## src/rtl/tcw_pkg.sv

```systemverilog
// Shared types and constants for the text console writer.
// No dependencies; used by every module of the block.
`default_nettype none

package tcw_pkg;

  localparam int SCREEN_WIDTH_DEF  = 80;
  localparam int SCREEN_HEIGHT_DEF = 25;
  localparam int QUEUE_DEPTH_DEF   = 2;

  localparam int IN_TDATA_W  = 32;
  localparam int IN_TUSER_W  = 2;
  localparam int OUT_TDATA_W = 48;
  localparam int CELL_W      = 16;
  localparam int INDEX_W     = 11;

  localparam logic [1:0] MODE_PRINT = 2'd0;
  localparam logic [1:0] MODE_CLEAR = 2'd1;
  localparam logic [1:0] MODE_READ  = 2'd2;

  localparam logic [7:0] CHAR_CR = 8'd13;
  localparam logic [7:0] CHAR_LF = 8'd10;

  localparam logic [CELL_W-1:0] BLANK_SCROLL = 16'h0F20;
  localparam logic [CELL_W-1:0] BLANK_CLEAR  = 16'h0720;

  typedef enum logic [2:0] {
    OP_NOP   = 3'd0,
    OP_PUT   = 3'd1,
    OP_CR    = 3'd2,
    OP_LF    = 3'd3,
    OP_CLEAR = 3'd4,
    OP_READ  = 3'd5
  } op_t;

  typedef struct packed {
    op_t                op;
    logic [7:0]         char_code;
    logic [7:0]         attr;
    logic [INDEX_W-1:0] cell_index;
  } cmd_t;

  // first member sits in the highest bits: cursor row ends up in the lowest
  typedef struct packed {
    logic              scrolled;
    logic [CELL_W-1:0] cell_data;
    logic [11:0]       cursor_position;
    logic [6:0]        cursor_col_out;
    logic [4:0]        cursor_row_out;
  } res_t;

endpackage

`default_nettype wire

```

## src/rtl/tcw_front.sv

```systemverilog
// Input stage: accepts stream transfers, decodes them into commands.
// Depends on tcw_pkg; feeds tcw_queue.
`default_nettype none

module tcw_front (
  input  wire logic                           clk,
  input  wire logic                           rst_n,
  input  wire logic                           in_tvalid,
  output logic                                in_tready,
  input  wire logic [tcw_pkg::IN_TDATA_W-1:0] in_tdata,
  input  wire logic [tcw_pkg::IN_TUSER_W-1:0] in_tuser,
  input  wire logic                           init_done,
  input  wire logic                           q_full,
  output logic                                push,
  output tcw_pkg::cmd_t                       push_cmd
);
  import tcw_pkg::*;

  logic vld_r, vld_nxt;
  cmd_t cmd_r, cmd_nxt;
  logic accept;
  logic [7:0] ch;

  assign push      = vld_r && !q_full;
  assign in_tready = init_done && (!vld_r || !q_full);
  assign accept    = in_tvalid && in_tready;
  assign push_cmd  = cmd_r;
  assign ch        = in_tdata[7:0];

  always_comb begin
    cmd_nxt            = cmd_r;
    vld_nxt            = vld_r && !push;
    if (accept) begin
      vld_nxt            = 1'b1;
      cmd_nxt.char_code  = ch;
      cmd_nxt.attr       = {in_tdata[15:12], in_tdata[11:8]};
      cmd_nxt.cell_index = in_tdata[26:16];
      case (in_tuser)
        MODE_PRINT: begin
          if (ch == CHAR_CR) begin
            cmd_nxt.op = OP_CR;
          end else if (ch == CHAR_LF) begin
            cmd_nxt.op = OP_LF;
          end else begin
            cmd_nxt.op = OP_PUT;
          end
        end
        MODE_CLEAR: cmd_nxt.op = OP_CLEAR;
        MODE_READ:  cmd_nxt.op = OP_READ;
        default:    cmd_nxt.op = OP_NOP;
      endcase
    end
  end

  always_ff @(posedge clk) begin
    if (!rst_n) begin
      vld_r <= 1'b0;
    end else begin
      vld_r <= vld_nxt;
    end
    cmd_r <= cmd_nxt;
  end

endmodule

`default_nettype wire

```

## config.mk

```make
export PLATFORM = sky130hd
export DESIGN_NAME = tcw_front
export DESIGN_NICKNAME = d
export VERILOG_FILES = /design/src/rtl/tcw_pkg.sv /design/src/rtl/tcw_front.sv
export SDC_FILE = /design/constraint.sdc
export NUM_CORES = 1
export LEC_CHECK = 0
export BUFFER_PORTS_ARGS = -buffer_cell sky130_fd_sc_hd__buf_2
export CAP_MARGIN = 15
export CORE_ASPECT_RATIO = 0.9
export CORE_UTILIZATION = 38
export DETAILED_ROUTE_END_ITERATION = 16
export GPL_ROUTABILITY_DRIVEN = 0
export HOLD_SLACK_MARGIN = 0.1
export MAX_ROUTING_LAYER = met4
export PLACE_DENSITY = 0.74
export SETUP_SLACK_MARGIN = 0.3
export SYNTH_ARGS = -nofsm -noshare
export SYNTH_HDL_FRONTEND = slang
export SYNTH_SLANG_ARGS = --single-unit
```

## constraint.sdc

```tcl
create_clock -name clk -period 3.9 [get_ports clk]
set_input_delay 0.195 -clock clk [delete_from_list [all_inputs] [get_ports clk]]
set_output_delay 0.195 -clock clk [all_outputs]
set_load 0.1 [all_outputs]
```

==> flow_summary.json, run 1 <==
{
  "hold_viol": 0,
  "cp_cell_sequence": "dlygate4sd3_1 > buf_2 > nor4_1 > nand2_1 > o31a_1",
  "antenna_found_initial": 0,
  "synth_area_leaders": "edfxtp_1 86%, ha_1 2.4%, dfxtp_1 1.9%",
  "cts.sinks": 31,
  "drtIter0Drc": 9,
  "clk_path_buf_depth": 2,
  "failed_checks": "design-rule violations",
  "synth_top_area_share_pct": 85.8,
  "synth-seq-area-share_pct": 87.7,
  "power_w": 0.000804,
  "cts_root_buffer": "clkbuf_4",
  "status": "finished with violations",
  "cts_tree": "built",
  "io_pins": 71,
  "synthSimpleGateAreaFrac_pct": 5.36,
  "worstHoldPathType": "in2reg",
  "cts_resized": 0,
  "antenna_left": 0,
  "rows": 17,
  "synthMuxAreaShare_pct": 0,
  "totalWireLength_mm": 2.50,
  "numCtsBuffers": 5,
  "grt_max_degree": 23,
  "cp_slowest_cell": "dlygate4sd3_1",
  "diodes": 0,
  "rsz0062_at_grt": "no",
  "die_w_um": 57.4,
  "layout.nets": 192,
  "skew_ns": 0.0113,
  "finalCritPeriodShare_pct": 39.6,
  "synth_common_cells": "30 x edfxtp_1, 3 x inv_1, 3 x nand2_1",
  "io_buffers": 65,
  "crit_arrival_ns": 1.63,
  "ys_warn_count": 0,
  "min_period_ns": 1.55,
  "drive_gt1_share_pct": 49.3,
  "worstSetupStartpointType": "primary input",
  "synth-compound-area-share_pct": 3.46,
  "max_slew.worst_pin.slew_ns": 0.500,
  "wire_per_inst_um": 13.9,
  "required_ns": 3.99,
  "power_density_mw_per_mm2": 452,
  "leakagePower_nw": 0.767,
  "async_flop_share_pct": 0,
  "die_h_um": 51.9,
  "cp_top_family": "buffers and inverters",
  "critPathBufInv": 2,
  "synth_seq_cells": 31,
  "synth_fa_ha_area_share_pct": 2.38,
  "finalSetupViolCount": 0,
  "grt_pass1_vias": 862,
  "insertion_delay_ns": 0.32,
  "syn_nets": 91,
  "grt-ovfl-total": 0,
  "drcViolationCount": 3,
  "fmax_mhz": 647,
  "synth_xor_area_share_pct": 0,
  "timing.final.max_slew_violations": 0,
  "syn_area_sq_mm": 0.00105,
  "core_area_sq_mm": 0.00253,
  "slowest_delay_ns": 0.53,
  "synth_top_family_by_area": "simple AND/OR/NAND/NOR gates",
  "start_util_pct": 41.5,
  "cts-htree-levels": 2,
  "clkTransAtPathRegs_ns": 0.10,
  "synth_edf_count": 30,
  "cap_violations": 0,
  "post_cts_buffers": 0,
  "max-vdd-ir-drop_v": 0.000328,
  "grt_first_pass_wirelength_mm": 3.63,
  "area_growth_pct": 69.5,
  "maxSlewHeadroom_pct": 66.9,
  "syn_avg_cell_area_sq_um": 21.0,
  "yosys.area.top_type": "edfxtp_1",
  "synthCells": 50,
  "floorplan.die_area_sq_mm": 0.00298,
  "final.setup.tns_ns": 0,
  "vias": 808,
  "critPathKind": "in2reg",
  "grt_use_total_pct": 18.5,
  "synthFlopType": "edfxtp_1",
  "cp_max_fo": 2,
  "dp_hpwl_mm": 1.49,
  "yosysUniqueCellTypes": 16,
  "synth.most_common_cell": "edfxtp_1",
  "avgViaCountPerCell": 4.49,
  "end_kind": "flop",
  "dr.pass1.iters": 10,
  "ctsHoldBuffers": 28
}
## cell type report
class / count / area [sq um]
fillers: 184 / 752
clock buffers: 5 / 37.5
well taps: 28 / 35.0
clock inverters: 3 / 43.8
repair buffers: 94 / 613
multi-input cells: 16 / 118
flip-flops and latches: 31 / 921
inverters: 3 / 11.3
## power breakdown
group          internal, W  switching [W]
Combinational    0.0000433       0.000129
Sequential        0.000382     0.00000316
Clock             0.000135       0.000112
## through the flow
stage                     utilization, %  area (sq um)  hold WS, ns  setup slack (ns)  cells
final                               70.3          1780        0.191              2.35    180
after global placement              56.0          1420        0.372              2.42    144
after global routing                70.3          1780        0.167              2.27    180
after floorplan                        -          1050        0.294              2.04     50
after detailed placement            56.0          1420        0.374              2.41    144
after CTS                           70.3          1780        0.118              2.40    180
## worst min-delay path: cells and delay by family
| family | cells | cell delay [ns] |
|---|---|---|
| buffers and inverters | 1 | 0.11 |
| AO/OA/AOI/OAI | 1 | 0.10 |
| AND/OR/NAND/NOR | 1 | 0.06 |
## metal layers
metal	part of all wire, %	wire [um]	vias up	global-route usage, %
met5	0	0	-	-
met4	2.3	57	0	8.94
met3	5.5	137	6	7.96
met2	59	1470	36	35.3
met1	33	832	368	15.0
li1	-	-	398	-
## cell families (layout without fill, tap and decap cells)
logic type	count (synthesis)	count (layout)
simple gates	10	10
compound gates	4	4
flops	31	31
buf+inv	3	105
fa+ha+maj	2	2
## sequential cells by signal, summed over array words and instances, names as in the netlist
| register | count |
|---|---|
| vld_r | 1 |
| push_cmd | 30 |
## cell usage in the layout (no fill, tap or decap), types with 2 or more instances in the layout
| cell type | count |
|---|---|
| ha_1 | 2 |
| buf_2 | 65 |
| clkbuf_4 | 5 |
| nand2_1 | 3 |
| edfxtp_1 | 30 |
| dlygate4sd3_1 | 28 |
| inv_1 | 3 |
## final timing paths
path,end,startpoint,depth (start not counted),slack [ns]
hold reg to reg,vld_r$_SDFF_PN0_,vld_r$_SDFF_PN0_,2,0.59
setup / recovery,push_cmd[27]$_DFFE_PP_,in_tdata[5],5,2.35
hold / removal,vld_r$_SDFF_PN0_,init_done,3,0.19
setup reg to reg,push_cmd[10]$_DFFE_PP_,vld_r$_SDFF_PN0_,3,2.37
Power figures use the tool's default switching activity.
==> run 2, diff against run 1 <==
- CORE_UTILIZATION: 38 -> 36
- clock period: 3.9 -> 1.4 ns (I/O delays scaled with it)
==> run 2 against run 1 <==
The flow now finishes without violations. Register-to-register slack lost 2.0 ns. Critical path type is now reg2out. Sequential share of layout area shrank 4.1 points. Final cell count grew 8.3%. Largest cell class unchanged.
==> flow_summary.json, run 2 (synthesized netlist as in run 1, its figures left out) <==
{
  "status": "finished, final reports clean",
  "place_inst": 155,
  "vias": 888,
  "rrSetupSlack_ns": 0.34,
  "place_ws_ns": 0.193,
  "io_pins": 71,
  "grt_use_total_pct": 20.0,
  "drive_gt1_share_pct": 51.6,
  "maxSlewHeadroom_pct": 80.9,
  "dp_hpwl_mm": 1.52,
  "holdPathEnd": "vld_r$_SDFF_PN0_",
  "area_growth_pct": 84.4,
  "grt_first_pass_wirelength_mm": 4.04,
  "worstSetupStartpointType": "flop",
  "skew_ns": 0.00709,
  "r2r_start": "vld_r$_SDFF_PN0_",
  "end_kind": "output pin",
  "antenna_found_initial": 0,
  "cts-htree-levels": 2,
  "cp_cell_sequence": "nand2_4 > and2_4 > buf_12",
  "die_h_um": 53.2,
  "diodes": 0,
  "min-delay-start": "q_full",
  "clk_path_buf_depth": 2,
  "final.setup.tns_ns": 0,
  "cts.sinks": 31,
  "swShare_pct": 33.1,
  "wire_per_inst_um": 15.5,
  "clockPowerShare_pct": 23.8,
  "ctsHoldBuffers": 31,
  "utilization_pct": 70.4,
  "hold_slack_ns": 0.0823,
  "cp_slowest_cell": "dfxtp_2",
  "grt-ovfl-total": 0,
  "min_period_ns": 1.14,
  "cap_violations": 0,
  "cts_root_buffer": "clkbuf_4",
  "max-vdd-ir-drop_v": 0.000654,
  "p_sw_w": 0.000700,
  "grt_pass1_vias": 885,
  "floorplan.die_area_sq_mm": 0.00314,
  "layout.nets": 195,
  "post_cts_buffers": 0,
  "setup_ws_ns": 0.257,
  "numCtsBuffers": 5,
  "drtIter0Drc": 14,
  "insertion_delay_ns": 0.33,
  "critPathBufInv": 1,
  "avgViaCountPerCell": 4.55,
  "fmax_mhz": 875,
  "critPathKind": "reg2out",
  "largest_reg_flops": 30,
  "core_area_sq_mm": 0.00275,
  "totalWireLength_mm": 3.02,
  "power_density_mw_per_mm2": 1090,
  "combPwrFrac_pct": 25.1,
  "cp_top_family": "flip-flops",
  "hold_viol": 0,
  "holdPathStages": 3,
  "worstHoldPathType": "in2reg",
  "die_w_um": 58.9,
  "r2r_cells": 2,
  "timing.rr.end": "push_cmd[20]$_DFFE_PP_",
  "slowest_delay_ns": 0.35,
  "max_slew.worst_pin.slew_ns": 0.289,
  "io_buffers": 65,
  "final_cell_mix": "33 x buf_2, 31 x dlygate4sd3_1, 30 x edfxtp_1",
  "seqPwrFrac_pct": 51.1,
  "crit_arrival_ns": 1.07,
  "finalCritPeriodShare_pct": 81.7,
  "rows": 18,
  "layout_commonest_cell": "buf_2",
  "required_ns": 1.33,
  "timing.final.max_slew_violations": 0,
  "stdcell_count": 195,
  "leakagePower_nw": 0.817,
  "clkTransAtPathRegs_ns": 0.10,
  "cp_max_fo": 4,
  "dr.pass1.iters": 4,
  "rsz0062_at_grt": "yes",
  "finalSetupViolCount": 0,
  "cts_tree": "built",
  "drcViolationCount": 0,
  "p_int_w": 0.00141,
  "grt_max_degree": 31,
  "antenna_left": 0,
  "start_util_pct": 38.2
}
run 2: cell count changes in the layout (fill, tap and decap cells not counted), sizes merged:
cell         delta
clkinv          +1
and3            +1
buf             -1
bufinv          -1
dlygate4sd3     +3
run 2: how the worst max path moves through the flow:
stage                     start                      to  slack, ns  cells past startpoint
6_report       vld_r$_SDFF_PN0_               in_tready       0.26                      3
3_5_place_dp   vld_r$_SDFF_PN0_  push_cmd[15]$_DFFE_PP_       0.19                      2
5_1_grt        vld_r$_SDFF_PN0_               in_tready       0.21                      3
4_1_cts        vld_r$_SDFF_PN0_   push_cmd[3]$_DFFE_PP_       0.18                      2
3_3_place_gp   vld_r$_SDFF_PN0_  push_cmd[15]$_DFFE_PP_       0.24                      2
2_1_floorplan  vld_r$_SDFF_PN0_                    push       0.20                      1
run 2: routing by layer:
| layer | up-vias | share of wire (%) | global-route usage [%] |
|---|---|---|---|
| li1 | 402 | - | - |
| met1 | 425 | 37 | 18.9 |
| met2 | 57 | 52 | 34.7 |
| met3 | 4 | 9.0 | 7.58 |
| met4 | 0 | 1.7 | 12.3 |
| met5 | - | 0 | - |
run 2: cell type report:
cell class,count,area [sq um]
Inverter,3,11.3
Clock inverter,3,15.0
Sequential cell,31,922
Multi-Input combinational cell,17,151
Fill cell,196,812
Clock buffer,5,37.5
Timing Repair Buffer,96,748
Tap cell,40,50.0
run 2: what timing repair did:
item                                   in CTS  in global routing
endpoints found under the hold margin      29                  1
resized for setup                          36                 10
setup endpoints to repair                  62                 34
cloned                                      0                  1
pin swaps                                   1                  3
run 2: power by group through the flow:
stage / registers [W] / logic (W) / clock network, W
detailed placement: 0.00110 / 0.000416 / 0
global placement: 0.00109 / 0.000411 / 0
finish: 0.00108 / 0.000531 / 0.000504
floorplan: 0.00136 / 0.0000544 / 0
global route: 0.00108 / 0.000550 / 0.000560
CTS: 0.00108 / 0.000510 / 0.000498
run 2: stage by stage:
step	cell area [sq um]	power, W
finish	1940	0.00211
global route	1940	0.00219
CTS	1890	0.00208
detailed placement	1430	0.00151
global placement	1430	0.00150
floorplan	1060	0.00142
run 2: worst reg2reg max path: cells and delay by family, from the launching register on:
kind          cells  cell delay [ns]
flops             1             0.35
simple gates      2             0.41
