--- src/rtl/tcw_pkg.sv ---
// Shared types and constants for the text console writer.
// No dependencies; used by every module of the block.
`default_nettype none

package tcw_pkg;

  localparam int SCREEN_WIDTH_DEF  = 80;
  localparam int SCREEN_HEIGHT_DEF = 25;
  localparam int QUEUE_DEPTH_DEF   = 2;

  localparam int IN_TDATA_W  = 32;
  localparam int IN_TUSER_W  = 2;
  localparam int OUT_TDATA_W = 48;
  localparam int CELL_W      = 16;
  localparam int INDEX_W     = 11;

  localparam logic [1:0] MODE_PRINT = 2'd0;
  localparam logic [1:0] MODE_CLEAR = 2'd1;
  localparam logic [1:0] MODE_READ  = 2'd2;

  localparam logic [7:0] CHAR_CR = 8'd13;
  localparam logic [7:0] CHAR_LF = 8'd10;

  localparam logic [CELL_W-1:0] BLANK_SCROLL = 16'h0F20;
  localparam logic [CELL_W-1:0] BLANK_CLEAR  = 16'h0720;

  typedef enum logic [2:0] {
    OP_NOP   = 3'd0,
    OP_PUT   = 3'd1,
    OP_CR    = 3'd2,
    OP_LF    = 3'd3,
    OP_CLEAR = 3'd4,
    OP_READ  = 3'd5
  } op_t;

  typedef struct packed {
    op_t                op;
    logic [7:0]         char_code;
    logic [7:0]         attr;
    logic [INDEX_W-1:0] cell_index;
  } cmd_t;

  // first member sits in the highest bits: cursor row ends up in the lowest
  typedef struct packed {
    logic              scrolled;
    logic [CELL_W-1:0] cell_data;
    logic [11:0]       cursor_position;
    logic [6:0]        cursor_col_out;
    logic [4:0]        cursor_row_out;
  } res_t;

endpackage

`default_nettype wire

--- src/rtl/tcw_queue.sv ---
// Short command FIFO between decode and execution.
// Depends on tcw_pkg for the command type.
`default_nettype none

module tcw_queue #(
  parameter int DEPTH = tcw_pkg::QUEUE_DEPTH_DEF
) (
  input  wire logic          clk,
  input  wire logic          rst_n,
  input  wire logic          push,
  input  wire tcw_pkg::cmd_t push_cmd,
  output logic               full,
  output logic               q_valid,
  output tcw_pkg::cmd_t      q_cmd,
  input  wire logic          pop
);
  import tcw_pkg::*;

  localparam int PTR_W = $clog2(DEPTH);
  localparam int CNT_W = $clog2(DEPTH + 1);

  cmd_t             slot_r [DEPTH];
  logic [PTR_W-1:0] wr_ptr_r, wr_ptr_nxt;
  logic [PTR_W-1:0] rd_ptr_r, rd_ptr_nxt;
  logic [CNT_W-1:0] cnt_r, cnt_nxt;

  assign full    = (cnt_r == CNT_W'(DEPTH));
  assign q_valid = (cnt_r != '0);
  assign q_cmd   = slot_r[rd_ptr_r];

  always_comb begin
    wr_ptr_nxt = wr_ptr_r;
    rd_ptr_nxt = rd_ptr_r;
    cnt_nxt    = cnt_r;
    if (push) begin
      wr_ptr_nxt = (wr_ptr_r == PTR_W'(DEPTH - 1)) ? '0 : wr_ptr_r + 1'b1;
    end
    if (pop) begin
      rd_ptr_nxt = (rd_ptr_r == PTR_W'(DEPTH - 1)) ? '0 : rd_ptr_r + 1'b1;
    end
    if (push && !pop) begin
      cnt_nxt = cnt_r + 1'b1;
    end else if (pop && !push) begin
      cnt_nxt = cnt_r - 1'b1;
    end
  end

  always_ff @(posedge clk) begin
    if (!rst_n) begin
      wr_ptr_r <= '0;
      rd_ptr_r <= '0;
      cnt_r    <= '0;
    end else begin
      wr_ptr_r <= wr_ptr_nxt;
      rd_ptr_r <= rd_ptr_nxt;
      cnt_r    <= cnt_nxt;
    end
    if (push) begin
      slot_r[wr_ptr_r] <= push_cmd;
    end
  end

endmodule

`default_nettype wire

--- config.mk ---
export PLATFORM = sky130hd
export DESIGN_NAME = tcw_queue
export DESIGN_NICKNAME = d
export VERILOG_FILES = /design/src/rtl/tcw_pkg.sv /design/src/rtl/tcw_queue.sv
export SDC_FILE = /design/constraint.sdc
export NUM_CORES = 1
export LEC_CHECK = 0
export ABC_AREA = 1
export BUFFER_PORTS_ARGS = -buffer_cell sky130_fd_sc_hd__clkbuf_2
export CORE_MARGIN = 5
export CORE_UTILIZATION = 40
export CTS_CLUSTER_DIAMETER = 120
export DETAILED_ROUTE_END_ITERATION = 16
export SYNTH_ARGS = -nofsm -noshare
export SYNTH_HDL_FRONTEND = slang
export SYNTH_SLANG_ARGS = --single-unit
--- constraint.sdc ---
create_clock -name clk -period 2.2 [get_ports clk]
set_input_delay 0.22 -clock clk [delete_from_list [all_inputs] [get_ports clk]]
set_output_delay 0.22 -clock clk [all_outputs]
set_load 0.01 [all_outputs]
==> metrics.md, run 1 <==
| Metric | Value |
|---|---|
| Row Count | 28 |
| Top cell type's share of synthesized area | 0.7168 |
| Hpwl dp | 3231 µm |
| Post-Syn Instances | about 130 |
| Sequential share of power | 0.546 |
| Mapped Nets | 163 |
| Status | finished, final reports clean |
| Post-Route Setup TNS | 0 ns |
| Synth Register Bits | 65 |
| Most Used Layer, Global Route | met2 |
| Worst path cell trace | buf_4 -> mux2_4 -> clkbuf_2 |
| Reg2Reg Setup Slack | 0.97 ns |
| Maxcap violations | 0 |
| Worst Skew | ~0.0064 ns |
| Yosys top cell by area | edfxtp_1 |
| Core area | between 6000 and 7000 µm² |
| Fin nets | between 200 and 250 |
| Total Routing Usage GR | 0.1219 |
| Cells on Worst Hold Path | 1 |
| Worst skew pair latency | roughly 0.32 ns |
| Antenna viol nets, final | 0 |
| CTS root buf | clkbuf_8 |
| Setup CP Type | register to primary output |
| R2r endpoint | slot_r[0][28] |
| Combinational group share of total power | 0.114 |
| Vias in the first global route | around 1,400 |
| Worst Tran Pin Value | 0.4181 ns |
| M2 GR Usage | 0.2063 |
| DRC viols | 0 |
| Pleak | 1.321 nW |
| Endpoint type of the worst setup path | primary output |
| DRT Wirelength | ~4300 µm |
| Share of cells above drive strength 1 | 0.5502 |
| CP Launch Type | register |
| Sequential cell area fraction in the yosys report | 0.7566 |
| Syn_area_per_cell | 19.64 µm² |
| Clk pin slew, worst setup/hold paths | roughly 0.070 ns |
| Area of placed instances | 2958 µm² |
| Die height | 89.27 µm |
| Worst-path fanout max | 18 |
| Min Tclk post-route | 1.644 ns |
| CTS max path bufs | 2 |
| Depth of the CTS H-tree | 3 |
| Post-synth cell types | 12 |
| ANT cells | 0 |
| Hold path endpoint | slot_r[1][11] |
| CP arrival | ~1.4 ns |
| R2r startpoint | wr_ptr_r |
| CTS tree | done |
| Clock Power Share | 0.339 |
| Initial Util | 0.4172 |
| Slew Viols, Final | 0 |
| Post-detailed-route via-to-cell ratio | 4.613 |
| Internal Power | 2.081 mW |
| Vias | 1,310 |
| GR Util met3 | 0.05346 |
| Max IR drop VDD | 0.3618 mV |
| CTS Buf Count | 9 |
| WP buf/inv | 2 |
| Final setup viols | 0 |
| Synth-to-Final Area Change | 24.54% |
| Synthesized area | 2514 µm² |
| RSZ-0062 raised after global routing | false |
| Power per cell area | approximately 850 nW/µm² |
| Data required time of the worst path | 1.98 ns |
| CP max stage cell | dfxtp_2 |
| Count of final hold-check violations | 0 |
| First-pass GRT wire length | between 6000 and 7000 µm |
| Tcrit/Tclk final | 0.7471 |
| Hold wc startpoint | push_cmd[11] |
| Top cells by area, synth | edfxtp_1 72%, mux2_4 18%, dfxtp_1 4.0% |
| Top Family by Delay on Critical Path | buffers and inverters |
| Chip width | roughly 89 µm |
| Postcts setup bufs | 0 |
| Achievable Freq | 608.4 MHz |
| WL per Instance | 15.20 µm |
| Final Cell Area | 3131 µm² |
| DRT Pass-1 Iters | 3 |
| Port bufs | 65 |
| PostCTS Resize Cnt | 0 |
| Boundary pin count | 66 |
| DRT iter0 DRCs | 56 |
| Largest net degree at the start of global routing | 19 |
| Initial antenna violation count | 0 |
| CP peak stage delay | approximately 0.33 ns |
| Gp weighted congestion | 0.6798 |
| Total number of yosys warnings | 0 |
| Filler Cell Count | 522 |
| M1 GR Usage | 0.1345 |
| CTS Hold Bufs | 0 |
| Worst R2R Path Depth | 2 |
| Switching share of power | 0.2144 |
| Gr ovfl total | 0 |
| Die Area | 7969 µm² |
| Worst Hold Class | primary input to register |
| Worst rel slew slack | 0.7206 |
| Clock tree sinks | 65 |
| Psw | 0.5681 mW |
## how the worst max path moves through the flow
stage	to	depth (start not counted)	start	slack, ns
after floorplan	slot_r[0][0]	1	wr_ptr_r	0.19
after global placement	q_cmd[2]	3	register	0.90
after detailed placement	q_cmd[28]	3	register	0.88
after CTS	q_cmd[28]	3	register	0.52
after global routing	q_cmd[18]	3	register	0.45
final	q_cmd[5]	3	register	0.56
## cells by family (layout without fill, tap and decap cells)
| logic type | after synthesis | after routing | synth area share |
|---|---|---|---|
| flops | 65 | 65 | 0.7566 |
| mux | 30 | 30 | 0.1792 |
| simple gates | 19 | 19 | 0.02986 |
| buf+inv | 11 | 92 | 0.02539 |
| compound gates | 2 | 2 | 0.003978 |
| fa+ha+maj | 1 | 1 | 0.004977 |
## flip-flops by register name, summed over array words and instances (netlist names), named ones only
name / flops
slot_r: 60
wr_ptr_r: 1
cnt_r: 2
rd_ptr_r: 1
## worst reg2reg max path, cell delays in order (launching register included)
cell and delay, ns:
dfxtp_1 0.34, nor2_4 0.37, buf_12 0.22
## layer usage
metal | wire length (µm) | vias to the layer above
met5 | 0 | -
met4 | 52 | 0
met3 | 347 | 4
met2 | 2298 | 42
met1 | 1619 | 632
li1 | - | 632
## area by class of cell
class	count	area, µm²	area share
flip-flops and latches	65	1903	0.6079
clock buffers	9	123.9	0.03957
well taps	75	93.84	0.02998
repair buffers	70	375.4	0.1199
clock inverters	5	48.80	0.01559
multi-input cells	52	555.5	0.1775
inverters	8	30.03	0.009592
## layout by cell type (no fill, tap or decap)
| cell type | Yosys | final |
|---|---|---|
| clkbuf_2 | 0 | 65 |
| ha_1 | 1 | 1 |
| buf_4 | 0 | 4 |
| clkinv_2 | 0 | 3 |
| bufinv_16 | 0 | 1 |
| nor2_1 | 8 | 7 |
| dfxtp_2 | 0 | 1 |
| edfxtp_1 | 60 | 60 |
| nand4_1 | 1 | 1 |
| mux2_4 | 30 | 30 |
| o21ai_0 | 1 | 1 |
| nor2_4 | 0 | 1 |
| buf_12 | 0 | 1 |
| nand2_1 | 9 | 9 |
| inv_1 | 8 | 8 |
| nand3_1 | 1 | 1 |
| a21oi_1 | 1 | 1 |
| dfxtp_1 | 5 | 4 |
| clkbuf_8 | 0 | 9 |
| clkinv_1 | 0 | 1 |
## synth_stat cells, drive strengths merged
cell type / instances
edfxtp: 60
mux2: 30
nand2: 9
inv: 8
nor2: 8
dfxtp: 5
buf: 3
a21oi: 1
ha: 1
nand3: 1
nand4: 1
o21ai: 1
## power groups by stage
stage	combinational, mW	clock, mW	sequential [mW]
2_1_floorplan	0.188	0	1.47
3_3_place_gp	0.299	0	1.47
3_5_place_dp	0.311	0	1.47
4_1_cts	0.311	0.929	1.45
5_1_grt	0.334	0.985	1.45
6_report	0.303	0.899	1.45
## through the flow
stage / std cells / setup WS, ns / hold WS, ns / utilization / total power, mW
floorplan: 128 / 0.1881 / 0.3189 / - / 1.656
finish: 284 / 0.5563 / 0.08451 / 0.5195 / 2.649
detailed placement: 270 / 0.8766 / 0.4147 / 0.4909 / 1.785
global placement: 270 / 0.9033 / 0.4091 / 0.4909 / 1.768
CTS: 284 / 0.5175 / 0.06719 / 0.5195 / 2.688
global route: 284 / 0.4532 / 0.05936 / 0.5195 / 2.771
Power figures use the tool's default switching activity.
==> run 2, diff against run 1 <==
==> constraint.sdc (replaced) <==
create_clock -name clk -period 1.7 [get_ports clk]
set_input_delay 0.17 -clock clk [delete_from_list [all_inputs] [get_ports clk]]
set_output_delay 0.17 -clock clk [all_outputs]
set_load 0.01 [all_outputs]
==> run 2 against run 1 <==
Net effect:
- flip-flop and latch count unchanged
- total power up 32%
- cell count is 1.1% higher
- hold slack got worse by 0.055 ns
- utilization is 0.19 points higher
- clock power increased by 37%
- largest power group unchanged
- non-clock buffer count rose by 1
- combinational power is 28% higher
- wire length down 5.1%
- sequential share of layout area shrank 0.22 points
- global-route usage down 1.0 points
==> metrics.md, run 2 (same netlist as run 1, synthesis figures left out) <==
| Metric | Value |
|---|---|
| Initial Util | 0.4172 (unchanged) |
| Initial antenna violation count | 0 (unchanged) |
| WHS | 0.02992 ns (-0.05459 ns) |
| Worst-path fanout max | 16 (-2) |
| Port bufs | 65 (unchanged) |
| Worst Hold Class | primary input to register |
| Commonest non-fill, non-tap cell in the layout | clkbuf_2 |
| Core area | 6026 µm² (unchanged) |
| CP peak stage delay | 0.33 ns (about the same) |
| RSZ-0062 raised after global routing | false |
| CTS Buf Count | 9 (unchanged) |
| Clk pin slew, worst setup/hold paths | 0.07 ns (about the same) |
| Worst Skew | 0.004582 ns (-0.001865 ns) |
| CP Launch Type | register |
| Area of placed instances | 2953 µm² (-0.17%) |
| CTS Hold Bufs | 0 (unchanged) |
| Maxcap violations | 0 (unchanged) |
| Fin nets | 242 (+0.41%) |
| Gr ovfl total | 0 (unchanged) |
| CTS root buf | clkbuf_8 |
| Filler Cell Count | 525 (+0.57%) |
| Worst rel slew slack | 0.8078 (+0.08725) |
| Power per cell area | 1110 nW/µm² (+31%) |
| Worst skew pair latency | 0.33 ns (about the same) |
| Most flops, register | slot_r |
| Chip width | 89.27 µm (unchanged) |
| Antenna viol nets, final | 0 (unchanged) |
| CTS max path bufs | 2 (unchanged) |
| Endpoint type of the worst setup path | primary output |
| Row Count | 28 (unchanged) |
| Post-Route Setup TNS | 0 ns (unchanged) |
| DRC viols | 0 (unchanged) |
| Vias in the first global route | 1,402 (-2.6%) |
| Die height | 89.27 µm (unchanged) |
| DRT iter0 DRCs | 50 (-11%) |
| Data required time of the worst path | 1.53 ns (-0.45 ns) |
| Die Area | 7969 µm² (unchanged) |
| CTS tree | done |
| Final Cell Area | 3142 µm² (+0.36%) |
| Hpwl dp | 3033 µm (-6.1%) |
| ANT cells | 0 (unchanged) |
| Share of cells above drive strength 1 | 0.5472 (-0.003069) |
| Pleak | 1.327 nW (+0.50%) |
| Tcrit/Tclk final | 0.9170 |
| DRT Wirelength | 4095 µm (-5.1%) |
| Most frequent cells in the layout | 65 x clkbuf_2, 60 x edfxtp_1, 30 x mux2_4 |
| Setup WS pre-CTS | 0.4616 ns (-0.4150 ns) |
| Final setup viols | 0 (unchanged) |
| Slew Viols, Final | 0 (unchanged) |
| Vias | 1,288 (-1.7%) |
| CP arrival | 1.39 ns (-0.03 ns) |
| PostCTS Resize Cnt | 0 (unchanged) |
| Depth of the CTS H-tree | 3 (unchanged) |
| Final WS setup | 0.1412 ns (-0.4151 ns) |
| Min Tclk post-route | 1.559 ns |
| Boundary pin count | 66 (unchanged) |
| First-pass GRT wire length | 6299 µm (-8.8%) |
| Largest net degree at the start of global routing | 17 (-2) |
| Postcts setup bufs | 0 (unchanged) |
| Number of flip-flops in the largest register | 60 (unchanged) |
| Gp weighted congestion | 0.6253 (-8.0%) |
| Synth-to-Final Area Change | 24.99% |
| WL per Instance | 14.27 µm (-6.1%) |
| DRT Pass-1 Iters | 4 (+1) |
| Setup CP Type | register to primary output |
| Biggest regs | slot_r: 60 flops, cnt_r: 2 flops |
| Count of final hold-check violations | 0 (unchanged) |
| Worst Tran Pin Value | 0.2882 ns (-0.1299 ns) |
| Achievable Freq | 641.5 MHz |
| Total Routing Usage GR | 0.1117 (-0.01020) |
| CP max stage cell | mux2_4 |
| Post-detailed-route via-to-cell ratio | 4.488 (-2.7%) |
| Clock tree sinks | 65 (unchanged) |
| Worst path cell trace | buf_4 -> mux2_4 -> clkbuf_2 |
| Status | finished, final reports clean |
| Max IR drop VDD | 0.6829 mV (+89%) |
[run 2: worst paths after layout]
| kind | slack (ns) | depth (start not counted) | startpoint | to |
|---|---|---|---|---|
| worst max register to register | 0.58 | 3 | wr_ptr_r | slot_r[1][28] |
| worst min-delay path | 0.03 | 1 | push_cmd[19] | slot_r[0][19] |
| worst max-delay path | 0.14 | 3 | register | q_cmd[21] |
| worst min register to register | 0.51 | 2 | rd_ptr_r | register |
[run 2: cell type report]
type                    count  area, µm²  share of cell area
inverters                   8      30.03            0.009558
well taps                  75      93.84             0.02987
clock buffers              12      145.1             0.04620
multi-input cells          52      555.5              0.1768
clock inverters             4      43.79             0.01394
flip-flops and latches     65       1903              0.6057
repair buffers             71      370.4              0.1179
[run 2: metal layers]
metal	GRT usage	vias up	part of all wire
li1	-	635	-
met1	0.1162	596	0.38
met2	0.1902	48	0.52
met3	0.04424	9	0.081
met4	0.06495	0	0.020
met5	0	-	0
[run 2: power by group]
group / switching, mW / internal (mW)
Sequential: 0.0250 / 1.84
Combinational: 0.189 / 0.199
Clock: 0.523 / 0.708
[run 2: worst max-delay path: cells and delay by family (launching register included)]
kind,cells,cell delay [ns]
buf+inv,2,0.41
mux,1,0.33
flops,1,0.32
[run 2: per-stage QoR]
step | cells | utilization | total power, mW
global placement | 271 | 0.4900 | 2.284
detailed placement | 271 | 0.4900 | 2.303
global route | 287 | 0.5214 | 3.668
CTS | 287 | 0.5214 | 3.541
finish | 287 | 0.5214 | 3.488
floorplan | 128 | - | 2.143
==> run 3, diff against run 2 <==
--- a/config.mk
+++ b/config.mk
@@ -7,7 +7,6 @@
 export LEC_CHECK = 0
 export ABC_AREA = 1
 export BUFFER_PORTS_ARGS = -buffer_cell sky130_fd_sc_hd__clkbuf_2
-export CORE_MARGIN = 5
 export CORE_UTILIZATION = 40
 export CTS_CLUSTER_DIAMETER = 120
 export DETAILED_ROUTE_END_ITERATION = 16
==> run 3 against run 2 <==
Net effect:
- hold slack got worse by 0.0094 ns
- maximum frequency up 1.9%
- sequential share of layout area is 0.64 points lower
- combinational power increased by 2%
- clock power is 11% higher
- total power grew 4.3%
- global-route usage increased by 3.2 points
==> metrics.md, run 3 (same netlist as run 1, synthesis figures left out) <==
| Metric | Value |
|---|---|
| Depth of the CTS H-tree | 3 (unchanged) |
| Clk pin slew, worst setup/hold paths | 0.07 ns (about the same) |
| Internal Power | 2.866 mW (+4.1%) |
| Clock tree sinks | 65 (unchanged) |
| Gp weighted congestion | 0.6426 (+2.8%) |
| RSZ-0062 raised after global routing | false |
| CP Launch Type | register |
| Most frequent cells in the layout | 65 x clkbuf_2, 60 x edfxtp_1, 30 x mux2_4 |
| Core area | 5991 µm² (-0.58%) |
| CP peak stage delay | 0.35 ns (+0.02 ns) |
| Worst skew pair latency | 0.34 ns (about the same) |
| Power per cell area | 1146 nW/µm² (+3.2%) |
| Switching share of power | 0.2123 (+0.001162) |
| Post-detailed-route via-to-cell ratio | 4.624 (+3.0%) |
| Fin nets | 242 (unchanged) |
| DRT Pass-1 Iters | 4 (unchanged) |
| Area occupied by registers | 1903 µm² (unchanged) |
| Synth-to-Final Area Change | 26.33% |
| Gr ovfl total | 0 (unchanged) |
| WL per Instance | 14.91 µm (+4.5%) |
| Antenna viol nets, final | 0 (unchanged) |
| Row Count | 28 (unchanged) |
| Achievable Freq | 653.8 MHz (+1.9%) |
| Die Area | 6605 µm² (-17%) |
| Boundary pin count | 66 (unchanged) |
| Tcrit/Tclk final | 0.8997 (-0.01730) |
| CTS root buf | clkbuf_8 |
| Endpoint type of the worst setup path | primary output |
| Worst Tran Pin Value | 0.2724 ns (-0.01588 ns) |
| Worst path cell trace | buf_4 -> mux2_4 -> clkbuf_2 |
| Postcts setup bufs | 0 (unchanged) |
| Area of the multi-input gates | 555.5 µm² (unchanged) |
| ANT cells | 0 (unchanged) |
| Chip width | 81.27 µm (-9.0%) |
| Die height | 81.27 µm (-9.0%) |
| Final setup viols | 0 (unchanged) |
| Worst Hold Class | primary input to register |
| Initial antenna violation count | 0 (unchanged) |
| Combinational group share of total power | 0.109 (-0.002) |
| Worst R2R Path Depth | 3 (unchanged) |
| Data required time of the worst path | 1.53 ns (about the same) |
| Commonest non-fill, non-tap cell in the layout | clkbuf_2 |
| DRC viols | 0 (unchanged) |
| Filler Cell Count | 507 (-3.4%) |
| Post-Route Setup TNS | 0 ns (unchanged) |
| Port bufs | 65 (unchanged) |
| Total Routing Usage GR | 0.1433 (+0.03166) |
| Hold path endpoint | slot_r[0][18] |
| Maxcap violations | 0 (unchanged) |
| Hpwl dp | 3055 µm (+0.72%) |
| Biggest regs | slot_r: 60 flops, cnt_r: 2 flops |
| Initial Util | 0.4196 (+0.002439) |
| WP buf/inv | 2 (unchanged) |
| CTS max path bufs | 2 (unchanged) |
| Top Family by Delay on Critical Path | buffers and inverters |
| Worst rel slew slack | 0.8184 (+0.01059) |
| Cells on Worst Hold Path | 1 (unchanged) |
| Count of final hold-check violations | 0 (unchanged) |
| Pleak | 1.341 nW (+1.0%) |
| CP max stage cell | dfxtp_2 |
| R2r endpoint | slot_r[1][13] |
| Slew Viols, Final | 0 (unchanged) |
| R2r startpoint | wr_ptr_r |
| CTS Buf Count | 9 (unchanged) |
| Psw | 0.7725 mW (+4.9%) |
| Setup CP Type | register to primary output |
| Vias in the first global route | 1,400 (-0.14%) |
| Most flops, register | slot_r |
| Reg2Reg Setup Slack | 0.54 ns (-0.04 ns) |
| Clock Power Share | 0.376 (+0.023) |
| Min Tclk post-route | 1.529 ns (-0.02941 ns) |
| CTS Hold Bufs | 0 (unchanged) |
| DRT Wirelength | 4280 µm (+4.5%) |
| Share of cells above drive strength 1 | 0.5519 (+0.004717) |
| Sequential share of power | 0.515 (-0.021) |
| CP arrival | 1.36 ns (-0.03 ns) |
| CTS tree | done |
| Status | finished, final reports clean |
| DRT iter0 DRCs | 63 (+26%) |
| Number of flip-flops in the largest register | 60 (unchanged) |
| Final Cell Area | 3176 µm² (+1.1%) |
| Vias | 1,327 (+3.0%) |
| Worst-path fanout max | 10 (-6) |
| WHS | 0.02050 ns (-0.009425 ns) |
| Largest net degree at the start of global routing | 21 (+4) |
| First-pass GRT wire length | 6506 µm (+3.3%) |
| Worst Skew | 0.004929 ns (+0.0003470 ns) |
| Max IR drop VDD | 0.5909 mV (-13%) |
| Area of placed instances | 2965 µm² (+0.42%) |
| Hold wc startpoint | push_cmd[18] |
| PostCTS Resize Cnt | 0 (unchanged) |
## run 3: cell count changes in the layout (fill, tap and decap cells not counted), sizes merged
| cell | previous run | this run |
|---|---|---|
| clkinv | 3 | 4 |
| clkbuf | 77 | 75 |
| bufinv | 1 | 2 |
## run 3: through the flow
stage	total power, mW	instances	utilization	setup slack, ns
floorplan	2.143	128	-	0.1760
global placement	2.287	271	0.4950	0.5352
detailed placement	2.313	271	0.4950	0.5181
CTS	3.694	287	0.5301	0.1409
global route	3.791	287	0.5301	0.1047
finish	3.638	287	0.5301	0.1706
## run 3: how the worst max path moves through the flow
stage                     slack (ns)      from  cells past startpoint            to
final                           0.17  register                      3     q_cmd[10]
after global routing            0.10  register                      3     q_cmd[26]
after CTS                       0.14  register                      3     q_cmd[10]
after detailed placement        0.52  register                      3     q_cmd[10]
after global placement          0.54  register                      3     q_cmd[14]
after floorplan                 0.18  wr_ptr_r                      1  slot_r[0][0]
## run 3: final cells by class
cell class,count,area share
Clock buffer,10,0.04019
Clock inverter,6,0.02600
Inverter,8,0.009456
Multi-Input combinational cell,52,0.1749
Sequential cell,65,0.5993
Tap cell,75,0.02955
Timing Repair Buffer,71,0.1206
## run 3: power by group through the flow
stage,Sequential [mW],Clock [mW],Combinational [mW]
2_1_floorplan,1.90,0,0.244
3_3_place_gp,1.90,0,0.386
3_5_place_dp,1.91,0,0.405
4_1_cts,1.87,1.41,0.406
5_1_grt,1.88,1.48,0.433
6_report,1.87,1.37,0.397
## run 3: per-layer routing
metal / share of wire / GRT usage / up-vias
met5: 0 / 0 / -
met2: 0.56 / 0.2550 / 45
li1: - / - / 639
met3: 0.061 / 0.05618 / 10
met4: 0.024 / 0.07500 / 0
met1: 0.35 / 0.1425 / 633
